<file path="config.mk">
export PLATFORM = sky130hd
export DESIGN_NAME = calendar_datetime_adder
export DESIGN_NICKNAME = d
export VERILOG_FILES = /design/src/hdl/cda_pkg.sv /design/src/hdl/cda_leap.sv /design/src/hdl/cda_datapath.sv /design/src/hdl/cda_sequencer.sv /design/src/hdl/calendar_datetime_adder.sv
export VERILOG_INCLUDE_DIRS = /design/src /design/src/hdl
export SDC_FILE = /design/constraint.sdc
export NUM_CORES = 1
export LEC_CHECK = 0
export BUFFER_PORTS_ARGS = -buffer_cell sky130_fd_sc_hd__buf_2
export CELL_PAD_IN_SITES_DETAIL_PLACEMENT = 0
export CELL_PAD_IN_SITES_GLOBAL_PLACEMENT = 1
export CORE_MARGIN = 8
export CORE_UTILIZATION = 36
export CTS_CLUSTER_DIAMETER = 50
export CTS_CLUSTER_SIZE = 14
export DETAILED_ROUTE_END_ITERATION = 16
export PLACE_DENSITY = 0.62
export SYNTH_ARGS = -nofsm -noshare
export SYNTH_HDL_FRONTEND = slang
export SYNTH_SLANG_ARGS = --single-unit
export TNS_END_PERCENT = 20
</file>
<file path="constraint.sdc">
create_clock -name clk_i -period 16.85 [get_ports clk_i]
set_clock_uncertainty 0.1 [all_clocks]
set_input_delay 0.8425 -clock clk_i [delete_from_list [all_inputs] [get_ports clk_i]]
set_output_delay 0.8425 -clock clk_i [all_outputs]
set_load 0.1 [all_outputs]
</file>
<file path="src/hdl/assert_macros.svh">
// ----------------------------------------------------------------------------
// Assertion macros
// Shared concurrent assertion shorthands for the date/time adder.
// ----------------------------------------------------------------------------
`ifndef ASSERT_MACROS_SVH
`define ASSERT_MACROS_SVH

// Property holds whenever out of reset.
`define ASSERT_ALWAYS(label, clk, rst_n, prop) \
  label: assert property (@(posedge clk) disable iff (!rst_n) (prop)) \
    else $error("assertion failed");

// Consequent holds in the same cycle as the antecedent.
`define ASSERT_IMPLIES(label, clk, rst_n, ante, cons) \
  label: assert property (@(posedge clk) disable iff (!rst_n) (ante) |-> (cons)) \
    else $error("assertion failed");

// Consequent holds in the cycle after the antecedent.
`define ASSERT_NEXT(label, clk, rst_n, ante, cons) \
  label: assert property (@(posedge clk) disable iff (!rst_n) (ante) |=> (cons)) \
    else $error("assertion failed");

`endif

</file>
<file path="src/hdl/cda_pkg.sv">
// ----------------------------------------------------------------------------
// cda_pkg
// Types, constants, microcode and helper functions of the date/time adder.
// ----------------------------------------------------------------------------
`default_nettype none

package cda_pkg;

  localparam int YEAR_LIMIT_DEF     = 10000;
  localparam int DAY_OFFSET_MAX_DEF = 1023;
  localparam int YEAR_RESET         = 2000;
  localparam int YEAR_IN_W          = 14;
  localparam int DAY_SUM_W          = 11;
  localparam int PC_W               = 3;

  localparam logic [5:0] SEC_MAX   = 6'd59;
  localparam logic [5:0] MIN_MAX   = 6'd59;
  localparam logic [4:0] HOUR_MAX  = 5'd23;
  localparam logic [3:0] MONTH_MAX = 4'd12;
  localparam logic [3:0] MONTH_FEB = 4'd2;
  localparam logic [3:0] MONTH_APR = 4'd4;
  localparam logic [3:0] MONTH_JUN = 4'd6;
  localparam logic [3:0] MONTH_SEP = 4'd9;
  localparam logic [3:0] MONTH_NOV = 4'd11;
  localparam logic [4:0] DAYS_LONG  = 5'd31;
  localparam logic [4:0] DAYS_SHORT = 5'd30;
  localparam logic [4:0] DAYS_FEB_L = 5'd29;
  localparam logic [4:0] DAYS_FEB   = 5'd28;

  localparam logic OPC_ADD  = 1'b0;
  localparam logic OPC_LOAD = 1'b1;

  localparam logic LEAP_SEL_DATE = 1'b0;
  localparam logic LEAP_SEL_OPND = 1'b1;

  typedef logic [PC_W-1:0] cda_pc_t;

  localparam cda_pc_t PC_IDLE     = 3'd0;
  localparam cda_pc_t PC_SETTLE_I = 3'd1;
  localparam cda_pc_t PC_VALIDATE = 3'd2;
  localparam cda_pc_t PC_TIME     = 3'd3;
  localparam cda_pc_t PC_SETTLE_D = 3'd4;
  localparam cda_pc_t PC_WALK     = 3'd5;
  localparam cda_pc_t PC_DONE     = 3'd6;

  typedef enum logic [2:0] {
    DP_NOP,
    DP_CAPTURE,
    DP_VALIDATE,
    DP_TIME,
    DP_WALK
  } cda_dp_op_e;

  typedef enum logic [2:0] {
    CND_NEVER,
    CND_ALWAYS,
    CND_NO_START,
    CND_NO_ADD,
    CND_DAY_OVER
  } cda_cond_e;

  typedef struct packed {
    cda_dp_op_e op;
    logic       leap_sel;
    logic       done;
  } cda_ctrl_t;

  typedef struct packed {
    logic bad;
    logic is_load;
    logic day_over;
  } cda_status_t;

  typedef struct packed {
    cda_ctrl_t ctrl;
    logic      busy;
    cda_cond_e cond;
    cda_pc_t   target;
  } cda_uword_t;

  function automatic cda_uword_t ucode(input cda_pc_t pc);
    cda_uword_t w;
    w = '{ctrl: '{op: DP_NOP, leap_sel: LEAP_SEL_DATE, done: 1'b0},
           busy: 1'b1, cond: CND_ALWAYS, target: PC_IDLE};
    case (pc)
      PC_IDLE: begin
        w.ctrl.op = DP_CAPTURE;
        w.busy    = 1'b0;
        w.cond    = CND_NO_START;
        w.target  = PC_IDLE;
      end
      PC_SETTLE_I: begin
        w.ctrl.leap_sel = LEAP_SEL_OPND;
        w.cond          = CND_NEVER;
      end
      PC_VALIDATE: begin
        w.ctrl.op = DP_VALIDATE;
        w.cond    = CND_NO_ADD;
        w.target  = PC_DONE;
      end
      PC_TIME: begin
        w.ctrl.op = DP_TIME;
        w.cond    = CND_NEVER;
      end
      PC_SETTLE_D: begin
        w.cond = CND_NEVER;
      end
      PC_WALK: begin
        w.ctrl.op = DP_WALK;
        w.cond    = CND_DAY_OVER;
        w.target  = PC_WALK;
      end
      PC_DONE: begin
        w.ctrl.done = 1'b1;
        w.cond      = CND_ALWAYS;
        w.target    = PC_IDLE;
      end
      default: begin
        w.cond   = CND_ALWAYS;
        w.target = PC_IDLE;
      end
    endcase
    return w;
  endfunction

  function automatic logic [4:0] month_days(input logic [3:0] m, input logic leap);
    logic [4:0] d;
    case (m)
      MONTH_FEB: d = leap ? DAYS_FEB_L : DAYS_FEB;
      MONTH_APR, MONTH_JUN, MONTH_SEP, MONTH_NOV: d = DAYS_SHORT;
      default: d = DAYS_LONG;
    endcase
    return d;
  endfunction

endpackage

`default_nettype wire

</file>
<file path="src/hdl/cda_leap.sv">
// ----------------------------------------------------------------------------
// cda_leap
// Registered Gregorian leap-year test: divisibility by 25 through the
// modular inverse, by 4 and 16 through the low bits.
// ----------------------------------------------------------------------------
`default_nettype none

module cda_leap #(
  parameter int YEAR_W = 14
) (
  input  wire logic              clk_i,
  input  wire logic              rst_ni,
  input  wire logic [YEAR_W-1:0] year_i,
  output logic                   leap_o
);

  localparam int XW = YEAR_W - 2;

  function automatic logic [31:0] inv_of_25();
    logic [31:0] v;
    v = 32'd25;
    for (int i = 0; i < 4; i++) begin
      v = v * (32'd2 - 32'd25 * v);
    end
    return v;
  endfunction

  localparam logic [XW-1:0] INV25 = XW'(inv_of_25());
  localparam logic [XW-1:0] LIM25 = XW'(((2 ** XW) - 1) / 25);

  logic [XW-1:0] quarter;
  logic [XW-1:0] prod;
  logic          div25;
  logic          leap_d;
  logic          leap_q;

  assign quarter = year_i[YEAR_W-1:2];
  assign prod    = XW'(quarter * INV25);
  assign div25   = (prod <= LIM25);
  assign leap_d  = (year_i[1:0] == 2'b00) && (!div25 || (year_i[3:2] == 2'b00));

  always_ff @(posedge clk_i or negedge rst_ni) begin
    if (!rst_ni) begin
      leap_q <= 1'b0;
    end else begin
      leap_q <= leap_d;
    end
  end

  assign leap_o = leap_q;

endmodule

`default_nettype wire

</file>
<file path="src/hdl/cda_datapath.sv">
// ----------------------------------------------------------------------------
// cda_datapath
// Date/time registers, operand latch, carry adders and the month walk,
// driven one control word per cycle.
// ----------------------------------------------------------------------------
`default_nettype none

`include "assert_macros.svh"

module cda_datapath #(
  parameter int YEAR_LIMIT     = cda_pkg::YEAR_LIMIT_DEF,
  parameter int DAY_OFFSET_MAX = cda_pkg::DAY_OFFSET_MAX_DEF
) (
  input  wire logic                 clk_i,
  input  wire logic                 rst_ni,
  input  wire cda_pkg::cda_ctrl_t   ctrl_i,
  output cda_pkg::cda_status_t      status_o,
  input  wire logic                 opcode_i,
  input  wire logic [13:0]          year_value_i,
  input  wire logic [3:0]           month_value_i,
  input  wire logic [9:0]           day_value_i,
  input  wire logic [4:0]           hour_value_i,
  input  wire logic [5:0]           minute_value_i,
  input  wire logic [5:0]           second_value_i,
  output logic                      accepted_o,
  output logic                      year_wrapped_o,
  output logic [13:0]               cur_year_o,
  output logic [3:0]                cur_month_o,
  output logic [4:0]                cur_day_o,
  output logic [4:0]                cur_hour_o,
  output logic [5:0]                cur_minute_o,
  output logic [5:0]                cur_second_o
);

  localparam int YEAR_W = (YEAR_LIMIT > (2 ** cda_pkg::YEAR_IN_W)) ?
                          $clog2(YEAR_LIMIT) : cda_pkg::YEAR_IN_W;
  localparam int DW     = cda_pkg::DAY_SUM_W;
  localparam logic [YEAR_W:0] YL_C   = (YEAR_W + 1)'(YEAR_LIMIT);
  localparam logic [16:0]     DOFF_C = 17'(DAY_OFFSET_MAX);

  logic              op_q;
  logic [13:0]       yv_q;
  logic [3:0]        mv_q;
  logic [9:0]        dv_q;
  logic [4:0]        hv_q;
  logic [5:0]        nv_q;
  logic [5:0]        sv_q;

  logic [YEAR_W-1:0] year_q, year_d;
  logic [3:0]        month_q, month_d;
  logic [4:0]        day_q, day_d;
  logic [4:0]        hour_q, hour_d;
  logic [5:0]        min_q, min_d;
  logic [5:0]        sec_q, sec_d;
  logic [DW-1:0]     dsum_q, dsum_d;
  logic              ok_q, ok_d;
  logic              wrap_q, wrap_d;

  logic [YEAR_W-1:0] leap_year;
  logic              leap;
  logic              time_ok;
  logic              year_ok;
  logic              ok_load;
  logic              ok_add;
  logic              ok_now;
  logic [4:0]        dim_in;
  logic [4:0]        dim;
  logic              day_over;

  logic [6:0]        s_sum;
  logic [6:0]        n_sum;
  logic [5:0]        h_sum;
  logic [4:0]        m_sum;
  logic              c_s, c_n, c_h, c_m;
  logic [YEAR_W:0]   y_add;
  logic [YEAR_W:0]   y_sum;
  logic              y_wrap;
  logic [YEAR_W-1:0] y_new;

  assign leap_year = (ctrl_i.leap_sel == cda_pkg::LEAP_SEL_OPND) ? YEAR_W'(yv_q) : year_q;

  cda_leap #(
    .YEAR_W (YEAR_W)
  ) u_leap (
    .clk_i  (clk_i),
    .rst_ni (rst_ni),
    .year_i (leap_year),
    .leap_o (leap)
  );

  // validation
  assign time_ok = (hv_q <= cda_pkg::HOUR_MAX) && (nv_q <= cda_pkg::MIN_MAX) &&
                   (sv_q <= cda_pkg::SEC_MAX);
  assign year_ok = ((YEAR_W + 1)'(yv_q) < YL_C);
  assign dim_in  = cda_pkg::month_days(mv_q, leap);
  assign ok_load = time_ok && year_ok && (mv_q >= 4'd1) && (mv_q <= cda_pkg::MONTH_MAX) &&
                   (dv_q >= 10'd1) && (dv_q <= 10'(dim_in));
  assign ok_add  = time_ok && year_ok && (mv_q <= cda_pkg::MONTH_MAX) &&
                   (17'(dv_q) <= DOFF_C);
  assign ok_now  = (op_q == cda_pkg::OPC_LOAD) ? ok_load : ok_add;

  // carry chain
  assign s_sum = 7'(sec_q) + 7'(sv_q);
  assign c_s   = (s_sum > 7'(cda_pkg::SEC_MAX));
  assign n_sum = 7'(min_q) + 7'(nv_q) + 7'(c_s);
  assign c_n   = (n_sum > 7'(cda_pkg::MIN_MAX));
  assign h_sum = 6'(hour_q) + 6'(hv_q) + 6'(c_n);
  assign c_h   = (h_sum > 6'(cda_pkg::HOUR_MAX));
  assign m_sum = 5'(month_q) + 5'(mv_q);
  assign c_m   = (m_sum > 5'(cda_pkg::MONTH_MAX));

  // shared year adder: offset plus month carry, or one from the walk
  assign y_add  = (ctrl_i.op == cda_pkg::DP_TIME) ?
                  ((YEAR_W + 1)'(yv_q) + (YEAR_W + 1)'(c_m)) : (YEAR_W + 1)'(1);
  assign y_sum  = (YEAR_W + 1)'(year_q) + y_add;
  assign y_wrap = (y_sum >= YL_C);
  assign y_new  = y_wrap ? YEAR_W'(y_sum - YL_C) : YEAR_W'(y_sum);

  // month walk
  assign dim      = cda_pkg::month_days(month_q, leap);
  assign day_over = (dsum_q > DW'(dim));

  always_comb begin
    year_d  = year_q;
    month_d = month_q;
    day_d   = day_q;
    hour_d  = hour_q;
    min_d   = min_q;
    sec_d   = sec_q;
    dsum_d  = dsum_q;
    ok_d    = ok_q;
    wrap_d  = wrap_q;
    case (ctrl_i.op)
      cda_pkg::DP_VALIDATE: begin
        ok_d   = ok_now;
        wrap_d = 1'b0;
        if (ok_now && (op_q == cda_pkg::OPC_LOAD)) begin
          year_d  = YEAR_W'(yv_q);
          month_d = mv_q;
          day_d   = 5'(dv_q);
          hour_d  = hv_q;
          min_d   = nv_q;
          sec_d   = sv_q;
        end
      end
      cda_pkg::DP_TIME: begin
        sec_d   = c_s ? 6'(s_sum - 7'd60) : 6'(s_sum);
        min_d   = c_n ? 6'(n_sum - 7'd60) : 6'(n_sum);
        hour_d  = c_h ? 5'(h_sum - 6'd24) : 5'(h_sum);
        dsum_d  = DW'(day_q) + DW'(dv_q) + DW'(c_h);
        month_d = c_m ? 4'(m_sum - 5'(cda_pkg::MONTH_MAX)) : 4'(m_sum);
        year_d  = y_new;
        wrap_d  = y_wrap;
      end
      cda_pkg::DP_WALK: begin
        if (day_over) begin
          dsum_d = dsum_q - DW'(dim);
          if (month_q == cda_pkg::MONTH_MAX) begin
            month_d = 4'd1;
            year_d  = y_new;
            wrap_d  = wrap_q | y_wrap;
          end else begin
            month_d = month_q + 4'd1;
          end
        end else begin
          day_d = 5'(dsum_q);
        end
      end
      default: begin
      end
    endcase
  end

  always_ff @(posedge clk_i or negedge rst_ni) begin
    if (!rst_ni) begin
      year_q  <= YEAR_W'(cda_pkg::YEAR_RESET);
      month_q <= 4'd1;
      day_q   <= 5'd1;
      hour_q  <= '0;
      min_q   <= '0;
      sec_q   <= '0;
      ok_q    <= 1'b0;
      wrap_q  <= 1'b0;
    end else begin
      year_q  <= year_d;
      month_q <= month_d;
      day_q   <= day_d;
      hour_q  <= hour_d;
      min_q   <= min_d;
      sec_q   <= sec_d;
      ok_q    <= ok_d;
      wrap_q  <= wrap_d;
    end
  end

  // operands and walk sum hold no control state
  always_ff @(posedge clk_i) begin
    dsum_q <= dsum_d;
    if (ctrl_i.op == cda_pkg::DP_CAPTURE) begin
      op_q <= opcode_i;
      yv_q <= year_value_i;
      mv_q <= month_value_i;
      dv_q <= day_value_i;
      hv_q <= hour_value_i;
      nv_q <= minute_value_i;
      sv_q <= second_value_i;
    end
  end

  assign status_o.bad      = !ok_now;
  assign status_o.is_load  = (op_q == cda_pkg::OPC_LOAD);
  assign status_o.day_over = day_over;

  assign accepted_o     = ok_q;
  assign year_wrapped_o = wrap_q;
  assign cur_year_o     = year_q[13:0];
  assign cur_month_o    = month_q;
  assign cur_day_o      = day_q;
  assign cur_hour_o     = hour_q;
  assign cur_minute_o   = min_q;
  assign cur_second_o   = sec_q;

  `ASSERT_IMPLIES(a_wrap_needs_ok, clk_i, rst_ni, ctrl_i.done && !ok_q, !wrap_q)
  `ASSERT_IMPLIES(a_date_range, clk_i, rst_ni, ctrl_i.done, (month_q >= 4'd1) && (month_q <= cda_pkg::MONTH_MAX) && (day_q >= 5'd1))
  `ASSERT_IMPLIES(a_year_below_limit, clk_i, rst_ni, ctrl_i.done && ok_q, (YEAR_W + 1)'(year_q) < YL_C)

endmodule

`default_nettype wire

</file>
<file path="src/hdl/cda_sequencer.sv">
// ----------------------------------------------------------------------------
// cda_sequencer
// Step counter over the control store with conditional jumps.
// ----------------------------------------------------------------------------
`default_nettype none

`include "assert_macros.svh"

module cda_sequencer (
  input  wire logic                 clk_i,
  input  wire logic                 rst_ni,
  input  wire logic                 start,
  input  wire cda_pkg::cda_status_t status_i,
  output cda_pkg::cda_ctrl_t        ctrl_o,
  output logic                      busy,
  output logic                      done_o
);

  cda_pkg::cda_pc_t    pc_q, pc_d;
  cda_pkg::cda_uword_t uword;
  logic                jump;

  assign uword = cda_pkg::ucode(pc_q);

  always_comb begin
    case (uword.cond)
      cda_pkg::CND_ALWAYS:   jump = 1'b1;
      cda_pkg::CND_NO_START: jump = !start;
      cda_pkg::CND_NO_ADD:   jump = status_i.bad || status_i.is_load;
      cda_pkg::CND_DAY_OVER: jump = status_i.day_over;
      default:               jump = 1'b0;
    endcase
    pc_d = jump ? uword.target : pc_q + cda_pkg::cda_pc_t'(1);
  end

  always_ff @(posedge clk_i or negedge rst_ni) begin
    if (!rst_ni) begin
      pc_q <= cda_pkg::PC_IDLE;
    end else begin
      pc_q <= pc_d;
    end
  end

  assign ctrl_o = uword.ctrl;
  assign busy   = uword.busy;
  assign done_o = uword.ctrl.done;

  `ASSERT_NEXT(a_start_goes_busy, clk_i, rst_ni, start && !busy, busy)
  `ASSERT_NEXT(a_done_then_idle, clk_i, rst_ni, done_o, !busy && !done_o)

endmodule

`default_nettype wire

</file>
<file path="src/hdl/calendar_datetime_adder.sv">
// A load or a rejected item strobes done_o after the operand settle and validate steps;
// an add runs the time, date settle and month-walk steps before done_o.
// The month walk retires one month per cycle; the day sum walks at most 34 months.
// A new item is taken in the cycle after done_o, when busy falls; no output stall.
// Reset: date and time 2000-01-01 00:00:00, flags clear, step counter at idle.
// ----------------------------------------------------------------------------
// calendar_datetime_adder
// Gregorian date/time register with validated load and carried add, run by a
// microcoded sequencer over a shared datapath.
// ----------------------------------------------------------------------------
`default_nettype none

module calendar_datetime_adder #(
  parameter int YEAR_LIMIT     = cda_pkg::YEAR_LIMIT_DEF,
  parameter int DAY_OFFSET_MAX = cda_pkg::DAY_OFFSET_MAX_DEF
) (
  input  wire logic        clk_i,
  input  wire logic        rst_ni,
  input  wire logic        start,
  output logic             busy,
  input  wire logic        opcode_i,
  input  wire logic [13:0] year_value_i,
  input  wire logic [3:0]  month_value_i,
  input  wire logic [9:0]  day_value_i,
  input  wire logic [4:0]  hour_value_i,
  input  wire logic [5:0]  minute_value_i,
  input  wire logic [5:0]  second_value_i,
  output logic             done_o,
  output logic             accepted_o,
  output logic             year_wrapped_o,
  output logic [13:0]      cur_year_o,
  output logic [3:0]       cur_month_o,
  output logic [4:0]       cur_day_o,
  output logic [4:0]       cur_hour_o,
  output logic [5:0]       cur_minute_o,
  output logic [5:0]       cur_second_o
);

  cda_pkg::cda_ctrl_t   ctrl;
  cda_pkg::cda_status_t status;

  cda_sequencer u_seq (
    .clk_i    (clk_i),
    .rst_ni   (rst_ni),
    .start    (start),
    .status_i (status),
    .ctrl_o   (ctrl),
    .busy     (busy),
    .done_o   (done_o)
  );

  cda_datapath #(
    .YEAR_LIMIT     (YEAR_LIMIT),
    .DAY_OFFSET_MAX (DAY_OFFSET_MAX)
  ) u_dp (
    .clk_i          (clk_i),
    .rst_ni         (rst_ni),
    .ctrl_i         (ctrl),
    .status_o       (status),
    .opcode_i       (opcode_i),
    .year_value_i   (year_value_i),
    .month_value_i  (month_value_i),
    .day_value_i    (day_value_i),
    .hour_value_i   (hour_value_i),
    .minute_value_i (minute_value_i),
    .second_value_i (second_value_i),
    .accepted_o     (accepted_o),
    .year_wrapped_o (year_wrapped_o),
    .cur_year_o     (cur_year_o),
    .cur_month_o    (cur_month_o),
    .cur_day_o      (cur_day_o),
    .cur_hour_o     (cur_hour_o),
    .cur_minute_o   (cur_minute_o),
    .cur_second_o   (cur_second_o)
  );

endmodule

`default_nettype wire

</file>
-- After elaboration in Yosys (flattened, before gate mapping)
Index checks and enable logic that the tools add are counted.
- register bits after elaboration: 103
- input port bits: 49
- output and inout port bits: 44
- word-level logic and storage cells: 154
- add/subtract/negate cells: 18
- multipliers: 1
- magnitude comparators: 15
- eq/ne operators: 29
- multiplexer cells: 41
- bitwise operators: 1
- reductions and logical operators: 31
- operators by type and width (cell ; number):
    $mux W14 ; 5
    $pmux W14 S3 ; 1
    $pmux W5 S2 ; 4
    $mux W6 ; 4
    $pmux W3 S4 ; 2
    $pmux W6 S2 ; 2
    $pmux W11 S2 ; 1
    $eq A4 B4 Y1 const B ; 5
    $mux W5 ; 4
    $eq A3 B2 Y1 const B ; 6
    $eq A4 B3 Y1 const B ; 4
    $mux W4 ; 4
    $add A14 B1 Y15 ; 1
    $add A14 B15 Y15 ; 1
    $eq A3 B3 Y1 const B ; 5
    $ge A15 B14 Y1 const B ; 1
    $mux W15 ; 1
    $add A6 B6 Y7 ; 2
    $gt A7 B6 Y1 const B ; 2
    $lt A14 B14 Y1 const B ; 1
    $sub A14 B14 Y14 const B ; 1
    $le A12 B8 Y1 const B ; 1
    $le A6 B6 Y1 const B ; 2
    $mul A12 B11 Y12 const B ; 1
    other kinds (44) ; 75

-- Longest topological paths before layout
- depth after elaboration: 13
- gate-level depth with buffers: 35
- depth with buffers taken out: 35

-- Cells and area by module
From an unflattened synthesis, not the netlist that was laid out.
- cell total of the unflattened synthesis: 863
- area, all modules: 8294.2 µm²
- modules (own cells, without submodules) (module ; times used ; cells an instance ; area an instance (µm²) ; sequential area each (µm²)):
    cda_datapath ; 1 ; 758 ; 7278.2 ; 2772.7
    cda_leap ; 1 ; 75 ; 729.4 ; 25.0
    cda_sequencer ; 1 ; 30 ; 286.5 ; 75.1

-- Worst setup path before layout
OpenSTA, ideal clock, no wires.
- path type: register to register
- from: reg u_dp.sec_q[0], in the netlist u_dp.cur_second_o[0]
- to: reg u_dp.dsum_q[8], data pin
- setup time: 0.268 ns
- data arrival time: 7.656 ns
- data required time: 16.482 ns
- setup slack: 8.826 ns
- stages on the path, launching flop included: 32
- path through: dfrtp_1 > ha_1 > fa_1 > xor2_1 > inv_1 > ha_1 > a31oi_1 > a31o_2 > inv_1 > fa_1 > fa_1 > xnor2_1 > inv_1 > ha_1 > o31ai_1 > a31o_2 > inv_1 > fa_1 > fa_1 > inv_1 > a21o_1 > a21oi_1 > xor2_1 > o211ai_1 > fa_1 > fa_1 > a21o_1 > a21oi_1 > nor2b_1 > o2111ai_1 > xor2_1 > o21ai_0
- cells in the longest elaborated chain, start to end: 8
- RTL lines (element ; RTL line ; source):
    start: declaration ; cda_datapath.sv:54 ; logic [5:0] sec_q, sec_d;
    start signal: assignment ; cda_datapath.sv:181 ; sec_q <= '0;
    start signal: assignment ; cda_datapath.sv:190 ; sec_q <= sec_d;
    $add A6 B6 Y7 ; cda_datapath.sv:103 ; assign s_sum = 7'(sec_q) + 7'(sv_q);
    $gt A7 B6 Y1 ; cda_datapath.sv:104 ; assign c_s = (s_sum > 7'(cda_pkg::SEC_MAX));
    $add A7 B1 Y7 ; cda_datapath.sv:105 ; assign n_sum = 7'(min_q) + 7'(nv_q) + 7'(c_s);
    $gt A7 B6 Y1 ; cda_datapath.sv:106 ; assign c_n = (n_sum > 7'(cda_pkg::MIN_MAX));
    $add A6 B1 Y6 ; cda_datapath.sv:107 ; assign h_sum = 6'(hour_q) + 6'(hv_q) + 6'(c_n);
    $gt A6 B5 Y1 ; cda_datapath.sv:108 ; assign c_h = (h_sum > 6'(cda_pkg::HOUR_MAX));
    $add A11 B1 Y11 ; cda_datapath.sv:150 ; dsum_d = DW'(day_q) + DW'(dv_q) + DW'(c_h);
    $pmux W11 S2 ; cda_datapath.sv:133 ; case (ctrl_i.op)
    via u_dp.dsum_d[8] ; cda_datapath.sv:55 ; logic [DW-1:0] dsum_q, dsum_d;
    end signal: assignment ; cda_datapath.sv:198 ; dsum_q <= dsum_d;
    end: declaration ; cda_datapath.sv:55 ;
The timed path passes the listed nets, and every way through them passes these cells.
A chain may end at the register's enable or synchronous reset.

-- Worst setup path in the final report
Same ends and word-level chain as after synthesis.

==> metrics <==
status=complete, no violations; compound-cell area share of the yosys netlist=16.6%; GR met3 Demand/Resource=2.64%; Worst-Margin Slew=703 ps; post-route ant nets=0; leading area contributor after synthesis=edfxtp_1; Post-Synthesis Cells=856; CP max-delay cell=fa_1; met1 Use GR=19.8%; WP data required=16850 ps; worst skew pair latency=360 ps; pin count of the biggest net entering global routing=47; Async SR Flop Fraction=44.7%; CTS buffer count=9; worst min path class=flip-flop to flip-flop; Crit Path Max Fanout=6; CP Launch Type=flip-flop; detailed placement HPWL=16.7 mm; Hold Violations, Final=0; post-synthesis mux area share=3.93%; setup TNS=0 ps; root buffer cell=clkbuf_16; RSZ-0062 raised after global routing=no; synth top area cells=edfxtp_1, ha_1, dfrtp_1; most common cell after layout, fill and taps aside=buf_2; Initial Util=36.2%; CTS tree=built; CP endpoint kind=flip-flop; Die Wd=166 um; Unique masters post-synth=69; fin nets=1094; mean area per synthesized cell=9.46 um^2; RePlAce Congestion=0.790; Synth Flop Type=edfxtp_1; CP most frequent cell=fa_1; Slew headroom=53.0%; Tcrit/Tclk final=48.8%; sequential share of the synthesized area=35.5%; # setup viols final=0; Residual DRC=0; post-layout min period=8220 ps; fmax=0.122 GHz; Die Area=27500 um^2; area share of fa/ha/maj cells after synthesis=16.9%; via count=6359; CTS HTree Levels=3; most frequent cells in the layout=buf_2, nand2_1, ha_1; area of the multi-input gates=4890 um^2; #FFs+latches synth=103; Crit path arrival time=8230 ps; number of global-route vias before repair=6615; WS Path Type=flip-flop to flip-flop; Synth Warn #=0; Synth Area in XOR/XNOR=8.01%; Rows=55; core area=22400 um^2; initial antenna violation count=1; Reg area=2870 um^2; Clock transition at path regs=70 ps; Post-synth EDFFs=57; first-pass GRT wire length=35.1 mm; busiest grt layer=met2; P&R area growth vs syn=14.1%; grt ovf=0; via/cell ratio=5.15; maximum buffer depth of the clock tree=2; Max-cap violations=0; clock sinks=103; post-detailed-route wirelength per cell=17.3 um; largest family of logic cells by synthesized area=adder cells; Post-Syn Area=8100 um^2; Port Buffers=92; share of cells above drive strength 1=16.7%; WL final=21.4 mm; number of primary I/O pins=93; Post-CTS Setup Bufs=0; CP max stage delay=470 ps; DR pass1 iterations=4; CTS Hold Bufs=0; post-cts resize count=0; die height=166 um; fin. max-slew vios=0; Filler Cell Count=2261; Synth Area in Simple Gates=14.6%; overall routing resource usage=15.6%; met2 usage=27.1%; Post-Synthesis Net Count=1005; Synth top area share=21.1%; antenna cells=0; drt initial violations=252
==> stage by stage <==
stage               cells  util, %  area [um^2]  setup WS, ps  hold WS, ps
finish               1235     41.3         9240          8630          401
global route         1235     41.3         9240          8130          423
CTS                  1235     41.3         9240          8640          404
detailed placement   1219     39.8         8910          8670          393
global placement     1219     39.8         8910          8810          390
floorplan             856        -         8100          8830          396
==> sequential cells by signal (all words and copies together), names as in the netlist, 6 cells and up <==
name	count
u_dp.cur_minute_o	6
u_dp.cur_second_o	6
u_dp.cur_year_o	14
u_dp.dsum_q	11
u_dp.dv_q	10
u_dp.nv_q	6
u_dp.sv_q	6
u_dp.yv_q	14
==> worst max-delay path, delay by kind of cell, from the launching register on <==
kind                       cells  cell delay, ps
buffers and inverters          5             490
adders and majority gates     10            3770
xor gates and xnor gates       4            1120
AOI/OAI and AO/OA             11            2030
DFF                            1             390
and+or+nand+nor                1              80
==> logic make-up (layout without fill, tap and decap cells) <==
| family | after synthesis | in the layout |
|---|---|---|
| adder cells (fa/ha/maj) | 100 | 100 |
| flip-flops | 103 | 103 |
| XOR/XNOR | 74 | 74 |
| multiplexers | 30 | 30 |
| buffers and inverters | 93 | 187 |
| AO/OA/AOI/OAI | 205 | 205 |
| AND/OR/NAND/NOR | 251 | 251 |
==> layout make-up <==
class	count	share of cell area (%)
clock buffer	9	2.44
tap	285	3.86
inverter	69	2.80
clock inverter	7	1.11
multi-input combinational	660	52.9
timing repair buffer	102	5.80
sequential	103	31.1
==> cell usage after synthesis (4+ instances only) <==
library cell	n
a31oi_1	14
ha_1	84
or3_1	4
nor3_1	15
nand3_1	21
xor2_1	33
o21ai_0	41
a21oi_1	58
o22ai_1	7
edfxtp_1	57
buf_2	5
o21bai_1	6
o221ai_1	8
dfrtp_1	38
and3_1	4
o21a_1	6
o211ai_1	6
nor4_1	5
mux2_2	10
nor2_1	72
nand4_1	11
a21o_1	19
mux2i_1	19
nor2b_1	8
inv_1	68
and2_1	4
dfstp_2	8
nand2_1	84
a211oi_1	4
xnor2_1	41
nand2b_1	6
fa_1	16
o21ai_1	6
clkbuf_1	19
==> worst paths after layout <==
kind                                                          to                              from  depth (start not counted)  slack (ps)
min in group asynchronous       u_dp.cur_second_o[5]$_DFFE_PN0P_                            rst_ni                          2         520
worst max-delay path                    u_dp.dsum_q[8]$_DFFE_PP_  u_dp.cur_second_o[0]$_DFFE_PN0P_                         31        8630
max in group asynchronous         u_dp.cur_year_o[1]$_DFFE_PN0P_                            rst_ni                          2       15670
worst min-delay path              u_dp.cur_year_o[4]$_DFFE_PN1P_    u_dp.cur_year_o[4]$_DFFE_PN1P_                          2         400
worst min register to register    u_dp.cur_year_o[4]$_DFFE_PN1P_    u_dp.cur_year_o[4]$_DFFE_PN1P_                          2         400
worst max register to register          u_dp.dsum_q[8]$_DFFE_PP_  u_dp.cur_second_o[0]$_DFFE_PN0P_                         31        8630
==> per-layer routing <==
| metal | up-vias | routed length, um | share of wire [%] |
|---|---|---|---|
| li1 | 3233 | - | - |
| met1 | 3027 | 10200 | 47 |
| met2 | 80 | 10400 | 49 |
| met3 | 17 | 579 | 2.7 |
| met4 | 2 | 268 | 1.3 |
| met5 | - | 14 | 0.065 |
Power is left out: the tool's default activity adds up to more than one toggle a clock period on the data nets, which glitch-free logic cannot reach.
